### src/design/chip8_instruction_core_macros.svh
// Assertion macros for the CHIP-8 instruction core.
// Used by the top level; needs i_clk and i_rst_n in scope.
`ifndef CHIP8_INSTRUCTION_CORE_MACROS_SVH
`define CHIP8_INSTRUCTION_CORE_MACROS_SVH

// Same-cycle implication, checked outside reset.
`define C8C_ASSERT_NOW(label, ante, cons, msg) \
    label: assert property (@(posedge i_clk) disable iff (!i_rst_n) (ante) |-> (cons)) \
        else $error(msg);

// Next-cycle implication, checked outside reset.
`define C8C_ASSERT_NEXT(label, ante, cons, msg) \
    label: assert property (@(posedge i_clk) disable iff (!i_rst_n) (ante) |=> (cons)) \
        else $error(msg);

`endif

### src/design/c8c_pkg.sv
// Shared types and constants for the CHIP-8 instruction core.
// No dependencies; used by c8c_alu and chip8_instruction_core.
package c8c_pkg;

    localparam int MEM_AW   = 12;
    localparam int ROW_AW   = 5;
    localparam int SCREEN_W = 64;
    localparam int SCREEN_H = 32;
    localparam int FONT_LEN = 80;
    localparam logic [MEM_AW-1:0] PC_RESET = 12'h200;

    localparam logic [1:0] MODE_WR  = 2'd0;
    localparam logic [1:0] MODE_RUN = 2'd1;
    localparam logic [1:0] MODE_RD  = 2'd2;
    localparam logic [1:0] MODE_ROW = 2'd3;

    localparam logic [7:0] FONT [FONT_LEN] = '{
        8'hF0, 8'h90, 8'h90, 8'h90, 8'hF0, 8'h20, 8'h60, 8'h20, 8'h20, 8'h70,
        8'hF0, 8'h10, 8'hF0, 8'h80, 8'hF0, 8'hF0, 8'h10, 8'hF0, 8'h10, 8'hF0,
        8'h90, 8'h90, 8'hF0, 8'h10, 8'h10, 8'hF0, 8'h80, 8'hF0, 8'h10, 8'hF0,
        8'hF0, 8'h80, 8'hF0, 8'h90, 8'hF0, 8'hF0, 8'h10, 8'h20, 8'h40, 8'h40,
        8'hF0, 8'h90, 8'hF0, 8'h90, 8'hF0, 8'hF0, 8'h90, 8'hF0, 8'h10, 8'hF0,
        8'hF0, 8'h90, 8'hF0, 8'h90, 8'h90, 8'hE0, 8'h90, 8'hE0, 8'h90, 8'hE0,
        8'hF0, 8'h80, 8'h80, 8'h80, 8'hF0, 8'hE0, 8'h90, 8'h90, 8'h90, 8'hE0,
        8'hF0, 8'h80, 8'hF0, 8'h80, 8'hF0, 8'hF0, 8'h80, 8'hF0, 8'h80, 8'h80
    };

    typedef enum logic [4:0] {
        S_CLEAR, S_IDLE, S_RDM, S_RDF, S_F0, S_F1, S_F2, S_RY, S_VY, S_EXEC,
        S_WRF, S_CLS, S_SPR_ISS, S_SPR_UPD, S_SPR_VF, S_BCD, S_DUMP_RD,
        S_DUMP_WR, S_LOAD_RD, S_LOAD_WR, S_TIMER, S_DONE
    } t_state;

    typedef enum logic [2:0] {
        ALU_PASSB, ALU_ADD, ALU_SUB, ALU_OR, ALU_AND, ALU_XOR, ALU_SHR, ALU_SHL
    } t_alu_op;

    typedef struct packed {
        logic [7:0] res;
        logic       flag;
    } t_alu_res;

endpackage

### src/design/c8c_alu.sv
// Shared 8-bit arithmetic, logic and shift unit with a flag output.
// Depends on c8c_pkg for the operation codes and the result struct.
module c8c_alu
    import c8c_pkg::*;
(
    input  t_alu_op    i_op,
    input  logic [7:0] i_a,
    input  logic [7:0] i_b,
    output t_alu_res   o_res
);

    logic [8:0] sum;

    assign sum = {1'b0, i_a} + {1'b0, i_b};

    always_comb begin
        o_res = '0;
        unique case (i_op)
            ALU_PASSB: o_res.res = i_b;
            ALU_ADD: begin
                o_res.res  = sum[7:0];
                o_res.flag = sum[8];
            end
            ALU_SUB: begin
                o_res.res  = i_a - i_b;
                o_res.flag = (i_a >= i_b);
            end
            ALU_OR:  o_res.res = i_a | i_b;
            ALU_AND: o_res.res = i_a & i_b;
            ALU_XOR: o_res.res = i_a ^ i_b;
            ALU_SHR: begin
                o_res.res  = {1'b0, i_a[7:1]};
                o_res.flag = i_a[0];
            end
            ALU_SHL: begin
                o_res.res  = {i_a[6:0], 1'b0};
                o_res.flag = i_a[7];
            end
            default: o_res = '0;
        endcase
    end

endmodule

### config.mk
export PLATFORM = sky130hd
export DESIGN_NAME = c8c_alu
export DESIGN_NICKNAME = d
export VERILOG_FILES = /design/src/design/chip8_instruction_core_macros.svh /design/src/design/c8c_pkg.sv /design/src/design/c8c_alu.sv
export SDC_FILE = /design/constraint.sdc
export NUM_CORES = 1
export LEC_CHECK = 0
export ABC_AREA = 1
export BUFFER_PORTS_ARGS = -buffer_cell sky130_fd_sc_hd__buf_2
export CAP_MARGIN = 30
export CORE_MARGIN = 8
export CORE_UTILIZATION = 25
export DETAILED_ROUTE_END_ITERATION = 12
export PLACE_DENSITY = 0.39
export SLEW_MARGIN = 20
export SYNTH_ARGS = -nofsm -noshare
export SYNTH_HDL_FRONTEND = slang
export SYNTH_SLANG_ARGS = --single-unit
### constraint.sdc
create_clock -name vclk -period 1.9
set_input_delay 0.095 -clock vclk [all_inputs]
set_output_delay 0.095 -clock vclk [all_outputs]
set_load 0.1 [all_outputs]
==> results.toml, run 1 <==
[run_status]
status = "complete, no violations"

[grt]
grt_pass1_wl_um = 8380
antenna_found_initial = 0
grt_pass1_vias = 1639
grt-ovfl-total = 0
grt_max_degree = 11
grt_usage_pct = 12.1

[detailed_routing]
postRouteAntennaNets = 0
vias = 1603
viasPerCell = 4.70
drt-total-wl_um = 5020
drt-wirelength-per-cell_um = 14.7
dr.pass1.iters = 4
first_iter_violations = 63
route.detailed.drc = 0

[critical_path]
required_ps = 1800
endpoint_kind = "primary output"
arrival_ps = 1710
cp_top_family = "adder cells"
crit_path_max_incr_delay_ps = 380
crit_type = "in2out"
cpMostUsedCell = "nand2_1"
start_kind = "input pin"
cpMaxStageDelayCell = "fa_2"
critPathMaxFanout = 3
crit_buf_inv = 2
crit_chain = "clkbuf_4 -> ha_4 -> fa_2 -> nand3_2 -> nand3_2 -> nand2_1 -> nand2_1 -> nand2_1 -> nand2_1 -> a21oi_1 -> nand2_2 -> buf_12"

[die]
start_util_pct = 25.5
coreArea_sq_um = 5410
dieArea_sq_um = 8150
io_pins = 28
rows = 27
die_h_um = 90.3
die_w_um = 90.3

[yosys]
synth_area_sq_um = 1380
yosysMostFrequentCell = "nand2_1"
avgSynthCellArea_sq_um = 5.77
ys_seq_area_share_pct = 0
synth_top_area_cell = "ha_1"
ys_types = 30
synth_nets = 286
syn_inst = 239
synth_commonest_cells = "58 x nand2_1, 34 x inv_1, 26 x ha_1"
synth_area_leaders = "ha_1 24%, nand2_1 16%, inv_1 9.3%"
yosys_warnings = 0
synth_top_area_share_pct = 23.6

[placement]
placed_cells = 341
hpwl_um = 4140
place.gp.congestion = 0.796
port-buffer-count = 28

[timing]
slew_violations = 0
fin_crit_sh_pct = 94.9
fmax_mhz = 554
setup_viol = 0
min_period_ps = 1800
worst_pin_slew_ps = 409
hold_ws_ps = 660
hold_viol = 0
max_slew_margin_pct = 72.6

[worst_hold_path]
hp-class = "in2out"

[cells_and_area]
drive_above_1_share_pct = 30.9
postLayoutCoreUtil_pct = 35.7
nClkBuffers = 0
stdcell_count = 341
seqCellArea_sq_um = 0
fillCellCount = 619
area_growth_pct = 40.1
final_nets = 318
multi_input_area_sq_um = 1330
n_sequential_cell = 0
antenna_cells = 0

[flow_run]
maxCapViolCount = 0

[pwr]
cellPowerDensity_nw_per_um2 = 397
cellLeakagePower_uw = 0.000935
vdd_drop_max_mv = 0.211

[cts]
cts_setup_buffers = 0
[power by group]
part / total [uW] / internal, uW / switching (uW) / leakage, uW
sequential: 0 / 0 / 0 / 0
combinational: 767 / 265 / 503 / 0.000935
clock: 0 / 0 / 0 / 0
total: 767 / 265 / 503 / 0.000935
[metal layers]
layer / wire (um) / vias to the layer above / GRT usage [%]
li1: - / 842 / -
met1: 2640 / 735 / 18.0
met2: 2290 / 26 / 19.9
met3: 98 / 0 / 0.333
met4: 0 / 0 / 0
met5: 0 / - / 0
[cell families (layout without fill, tap and decap cells)]
| logic type | Yosys count | in the layout | synth area share (%) |
|---|---|---|---|
| AOI/OAI and AO/OA | 33 | 33 | 15.3 |
| adders and majority gates | 28 | 28 | 26.5 |
| buffers and inverters | 50 | 80 | 15.2 |
| and+or+nand+nor | 128 | 128 | 43.0 |
[area by class of cell]
class | instances | share of cell area, %
Inverter | 46 | 10.5
Multi-Input combinational cell | 189 | 68.8
Tap cell | 72 | 4.66
Timing Repair Buffer | 34 | 16.1
[worst paths after layout]
kind,startpoint,endpoint,depth (start not counted)
hold / removal,i_b[7],o_res[8],4
setup / recovery,i_a[0],o_res[0],12
[worst min-delay path: stages]
cell,delay [ps]
buf_2,110
nand2_1,50
nand4_1,120
buf_12,180
[per-stage QoR]
stage	total power, uW	area (sq um)	setup TNS [ps]	worst slack (ps)
final	767	1930	0	96.2
after CTS	759	1910	0	47.3
after global routing	825	1930	-8.29	-8.29
after global placement	760	1900	0	34.4
after detailed placement	754	1900	0	0.595
after floorplan	524	1570	-502	-258
[repair_timing]
item,CTS,global route
setup endpoints to repair,1,3
cloned,0,0
hold buffers,0,0
resized for setup,1,8
[cell usage in the layout, fill, tap and decap left out, drive strengths merged]
cell      Yosys  final
a211oi        1      1
a21oi        12     12
a41oi         1      1
buf           4     33
clkbuf        0      1
clkinv        2      2
clkinvlp      0      1
fa            2      2
ha           26     26
inv          44     43
nand2        60     60
nand3        27     27
nand3b        1      1
nand4         8      8
nor2         26     26
nor3          3      3
o211ai        4      4
o21ai         5      5
o22ai         9      9
o2bb2ai       1      1
or2           3      3
No activity file was read; power rests on OpenSTA's default activity.
==> inputs of run 2 (changes only) <==
Settings changed: RECOVER_POWER set to 100.
==> run 2 against run 1 <==
  * Final cell count stayed put
  * Combinational power is 3.5% lower
  * Worst setup slack worse by 8.2 ps
  * Via count is 0.75% higher
  * Sequential cell count stayed put
  * Die area stayed put
  * Hold slack better by 1.0 ps
  * Non-clock buffer count stayed put
  * Count of clock-buffer cells in the layout stayed put
  * Power is 3.6% lower
  * Core utilization is 0.74 points lower
  * Maximum frequency is 0.45% lower
  * Largest cell class unchanged
==> results.toml, run 2 (synthesized netlist as in run 1, its figures left out) <==
[run_status]
status = "complete, no violations"

[die]
coreArea_sq_um = 5410
start_util_pct = 25.5
rows = 27
dieArea_sq_um = 8150
io_pins = 28
die_w_um = 90.3
die_h_um = 90.3

[critical_path]
cpMaxStageDelayCell = "fa_2"
crit_buf_inv = 2
crit_type = "in2out"
cpMostUsedCell = "nand2_1"
endpoint_kind = "primary output"
critPathMaxFanout = 3
cp_top_family = "adder cells"
required_ps = 1800
arrival_ps = 1720
start_kind = "input pin"
crit_chain = "clkbuf_4 -> ha_4 -> fa_2 -> nand3_2 -> nand3_2 -> nand2_1 -> nand2_1 -> nand2_1 -> nand2_1 -> a21oi_1 -> nand2_2 -> buf_12"
crit_path_max_incr_delay_ps = 380

[placement]
hpwl_um = 4140
port-buffer-count = 28
place.gp.congestion = 0.796

[pwr]
vdd_drop_max_mv = 0.210
p_sw_uw = 497
internal_power_uw = 243
pwr-share-comb_pct = 100.0
cellLeakagePower_uw = 0.000918
power_frac_clock_pct = 0
seq_power_share_pct = 0
switching_share_pct = 67.2
cellPowerDensity_nw_per_um2 = 391

[flow_run]
maxCapViolCount = 0

[detailed_routing]
first_iter_violations = 67
vias = 1615
drt-total-wl_um = 5010
route.detailed.drc = 0
drt-wirelength-per-cell_um = 14.7
dr.pass1.iters = 4
viasPerCell = 4.74
postRouteAntennaNets = 0

[cells_and_area]
n_sequential_cell = 0
drive_above_1_share_pct = 30.5
nClkBuffers = 0
fillCellCount = 630
final_nets = 318
antenna_cells = 0
final_cell_mix = "56 x nand2_1, 26 x inv_1, 22 x nor2_1, 22 x nand3_1"
seqCellArea_sq_um = 0
final_common_cell = "nand2_1"
area_growth_pct = 37.2

[timing]
max_slew_margin_pct = 61.9
worst_pin_slew_ps = 568
hold_ws_ps = 661
setup_viol = 0
tns_ps = 0
fmax_mhz = 552
fin_crit_sh_pct = 95.4
hold_viol = 0
min_period_ps = 1810
slew_violations = 0

[cts]
cts_setup_buffers = 0

[grt]
grt_pass1_vias = 1639
antenna_found_initial = 0
grt_pass1_wl_um = 8380
grt_usage_pct = 12.1
grt_max_degree = 11
grt-ovfl-total = 0

[worst_hold_path]
hp-class = "in2out"
-- run 2: changes by cell type in the layout (fill, tap and decap cells not counted), sizes merged --
cell	before	now
buf	33	31
clkbuf	1	3
-- run 2: metal layers --
layer	routed length (um)	global-route usage, %	vias to the layer above
met5	0	0	-
met4	0	0	0
met3	114	0.333	0
met2	2260	19.9	33
met1	2640	18.0	739
li1	-	-	843
-- run 2: final timing paths --
| check | from | slack (ps) | to | depth (start not counted) |
|---|---|---|---|---|
| min | i_b[3] | 660 | o_res[4] | 4 |
| max | i_a[0] | 90 | o_res[0] | 12 |
-- run 2: power groups by stage --
stage / combinational, uW / sequential, uW / clock (uW)
floorplan: 524 / 0 / 0
global placement: 760 / 0 / 0
detailed placement: 754 / 0 / 0
CTS: 759 / 0 / 0
global route: 797 / 0 / 0
finish: 740 / 0 / 0
-- run 2: what timing repair did --
| item | CTS | global route |
|---|---|---|
| resized for setup | 1 | 8 |
| gates cloned | 0 | 0 |
| hold buffers | 0 | 0 |
| endpoints found under the setup margin | 1 | 3 |
-- run 2: layout make-up --
type / instances / area, sq um / share of cell area (%)
multi-input combinational: 189 / 1320 / 69.9
timing repair buffer: 34 / 277 / 14.6
inverter: 46 / 203 / 10.7
tap: 72 / 90.1 / 4.76
-- run 2: through the flow --
stage               worst slack, ps  instances  cell area (sq um)  total power, uW  util, %
floorplan                      -258        239               1570              524        -
global placement               34.4        341               1900              760     35.2
detailed placement            0.595        341               1900              754     35.2
CTS                            47.3        341               1910              759     35.3
global route                  -8.29        341               1890              797     35.0
finish                         88.0        341               1890              740     35.0
-- run 2: worst min-delay path, cell delays in order --
cell     delay, ps
buf_2          100
nand2_1         60
nand4_1        130
buf_12         180
==> inputs of run 3 (changes only) <==
Settings changed: CORE_UTILIZATION 25 to 59, PLACE_DENSITY 0.39 to 0.81.
==> run 3 against run 2 <==
  * Highest routed layer is now met4
  * Via count up 5.1%
  * Non-clock buffer count down 5
  * Routed wire length down 12%
  * Critical path type unchanged
  * Worst setup slack better by 15 ps
  * Cell area down 6.0%
==> results.toml, run 3 (synthesized netlist as in run 1, its figures left out) <==
[cells_and_area]
area_growth_pct = 29.0
stdcell_count = 292
antenna_cells = 0
nClkBuffers = 0
drive_above_1_share_pct = 29.2
final_nets = 313
final_area_sq_um = 1780
fillCellCount = 179
final_cell_mix = "57 x nand2_1, 26 x inv_1, 22 x nor2_1, 22 x nand3_1, 19 x buf_2"
n_sequential_cell = 0
final_common_cell = "nand2_1"
seqCellArea_sq_um = 0

[cts]
cts_setup_buffers = 0
cts-resized-gates = 0
hold_buffers = 0

[timing]
tns_ps = 0
worst_pin_slew_ps = 543
slew_violations = 0
fmax_mhz = 557
setup_ws_ps = 103
setup_viol = 0
min_period_ps = 1800
max_slew_margin_pct = 64.0
rsz0062_at_grt = "no"
hold_viol = 0
fin_crit_sh_pct = 94.6

[run_status]
status = "complete, no violations"

[detailed_routing]
postRouteAntennaNets = 0
drt-wirelength-per-cell_um = 15.1
viasPerCell = 5.81
route.detailed.drc = 0
dr.pass1.iters = 5
vias = 1697
first_iter_violations = 121
drt-total-wl_um = 4410

[pwr]
internal_power_uw = 225
vdd_drop_max_mv = 0.314
cellLeakagePower_uw = 0.000889
switching_share_pct = 68.7
fin_total_pwr_uw = 717
power_frac_clock_pct = 0
pwr-share-comb_pct = 100.0
cellPowerDensity_nw_per_um2 = 403
p_sw_uw = 492
seq_power_share_pct = 0

[grt]
grt_pass1_vias = 1639
grt-busiest-layer = "met2"
grt_max_degree = 11
grt_pass1_wl_um = 7180
grtUsageMet3_pct = 3.14
grt-ovfl-total = 0
met2_usage_pct = 35.7
use_met1_pct = 25.7
antenna_found_initial = 0
grt_usage_pct = 20.2

[die]
start_util_pct = 62.3
die_w_um = 64.3
rows = 17
io_pins = 28
coreArea_sq_um = 2210
die_h_um = 64.3
dieArea_sq_um = 4140

[critical_path]
endpoint_kind = "primary output"
arrival_ps = 1700
required_ps = 1800
crit_chain = "buf_2 -> ha_4 -> fa_2 -> nand3_2 -> nand3_2 -> nand2_1 -> nand2_1 -> nand2_1 -> nand2_1 -> a21oi_1 -> nand2_1 -> buf_6"
critPathMaxFanout = 3
start_kind = "input pin"
crit_path_max_incr_delay_ps = 380
cpMaxStageDelayCell = "fa_2"
crit_type = "in2out"
cpMostUsedCell = "nand2_1"

[flow_run]
maxCapViolCount = 0

[placement]
placed_cells = 292
placed_area_sq_um = 1800
hpwl_um = 3520
port-buffer-count = 28
place.gp.congestion = 0.919
dp_slack_ps = 38.0

[worst_hold_path]
hp-class = "in2out"
run 3: power groups by stage:
stage               Combinational, uW  Clock [uW]  Sequential, uW
global route                      761           0               0
floorplan                         524           0               0
finish                            717           0               0
CTS                               726           0               0
detailed placement                723           0               0
global placement                  712           0               0
run 3: through the flow:
stage,hold slack (ps),util (%)
after floorplan,515,-
after global placement,654,81.2
after detailed placement,660,81.2
after CTS,659,81.2
after global routing,704,80.4
final,665,80.4
run 3: path summary, 6_finish.rpt:
check,end,start,cells after the start,slack [ps]
setup / recovery,o_res[0],i_a[0],12,100
hold / removal,o_res[4],i_b[3],4,660
run 3: layer usage:
metal	vias to the layer above	share of wire [%]
met4	0	0.48
li1	831	-
met5	-	0
met2	95	48
met1	766	41
met3	5	10
run 3: layout make-up:
| cell class | count | area [sq um] | share of cell area (%) |
|---|---|---|---|
| inverter | 46 | 203 | 11.4 |
| timing repair buffer | 29 | 220 | 12.4 |
| tap | 28 | 35.0 | 1.97 |
| multi-input combinational | 189 | 1320 | 74.3 |
run 3: critical path: cells and delay by family:
family / cells / cell delay, ps
AND/OR/NAND/NOR: 7 / 540
adder cells (fa/ha/maj): 2 / 580
AO/OA/AOI/OAI: 1 / 120
buffers and inverters: 2 / 360
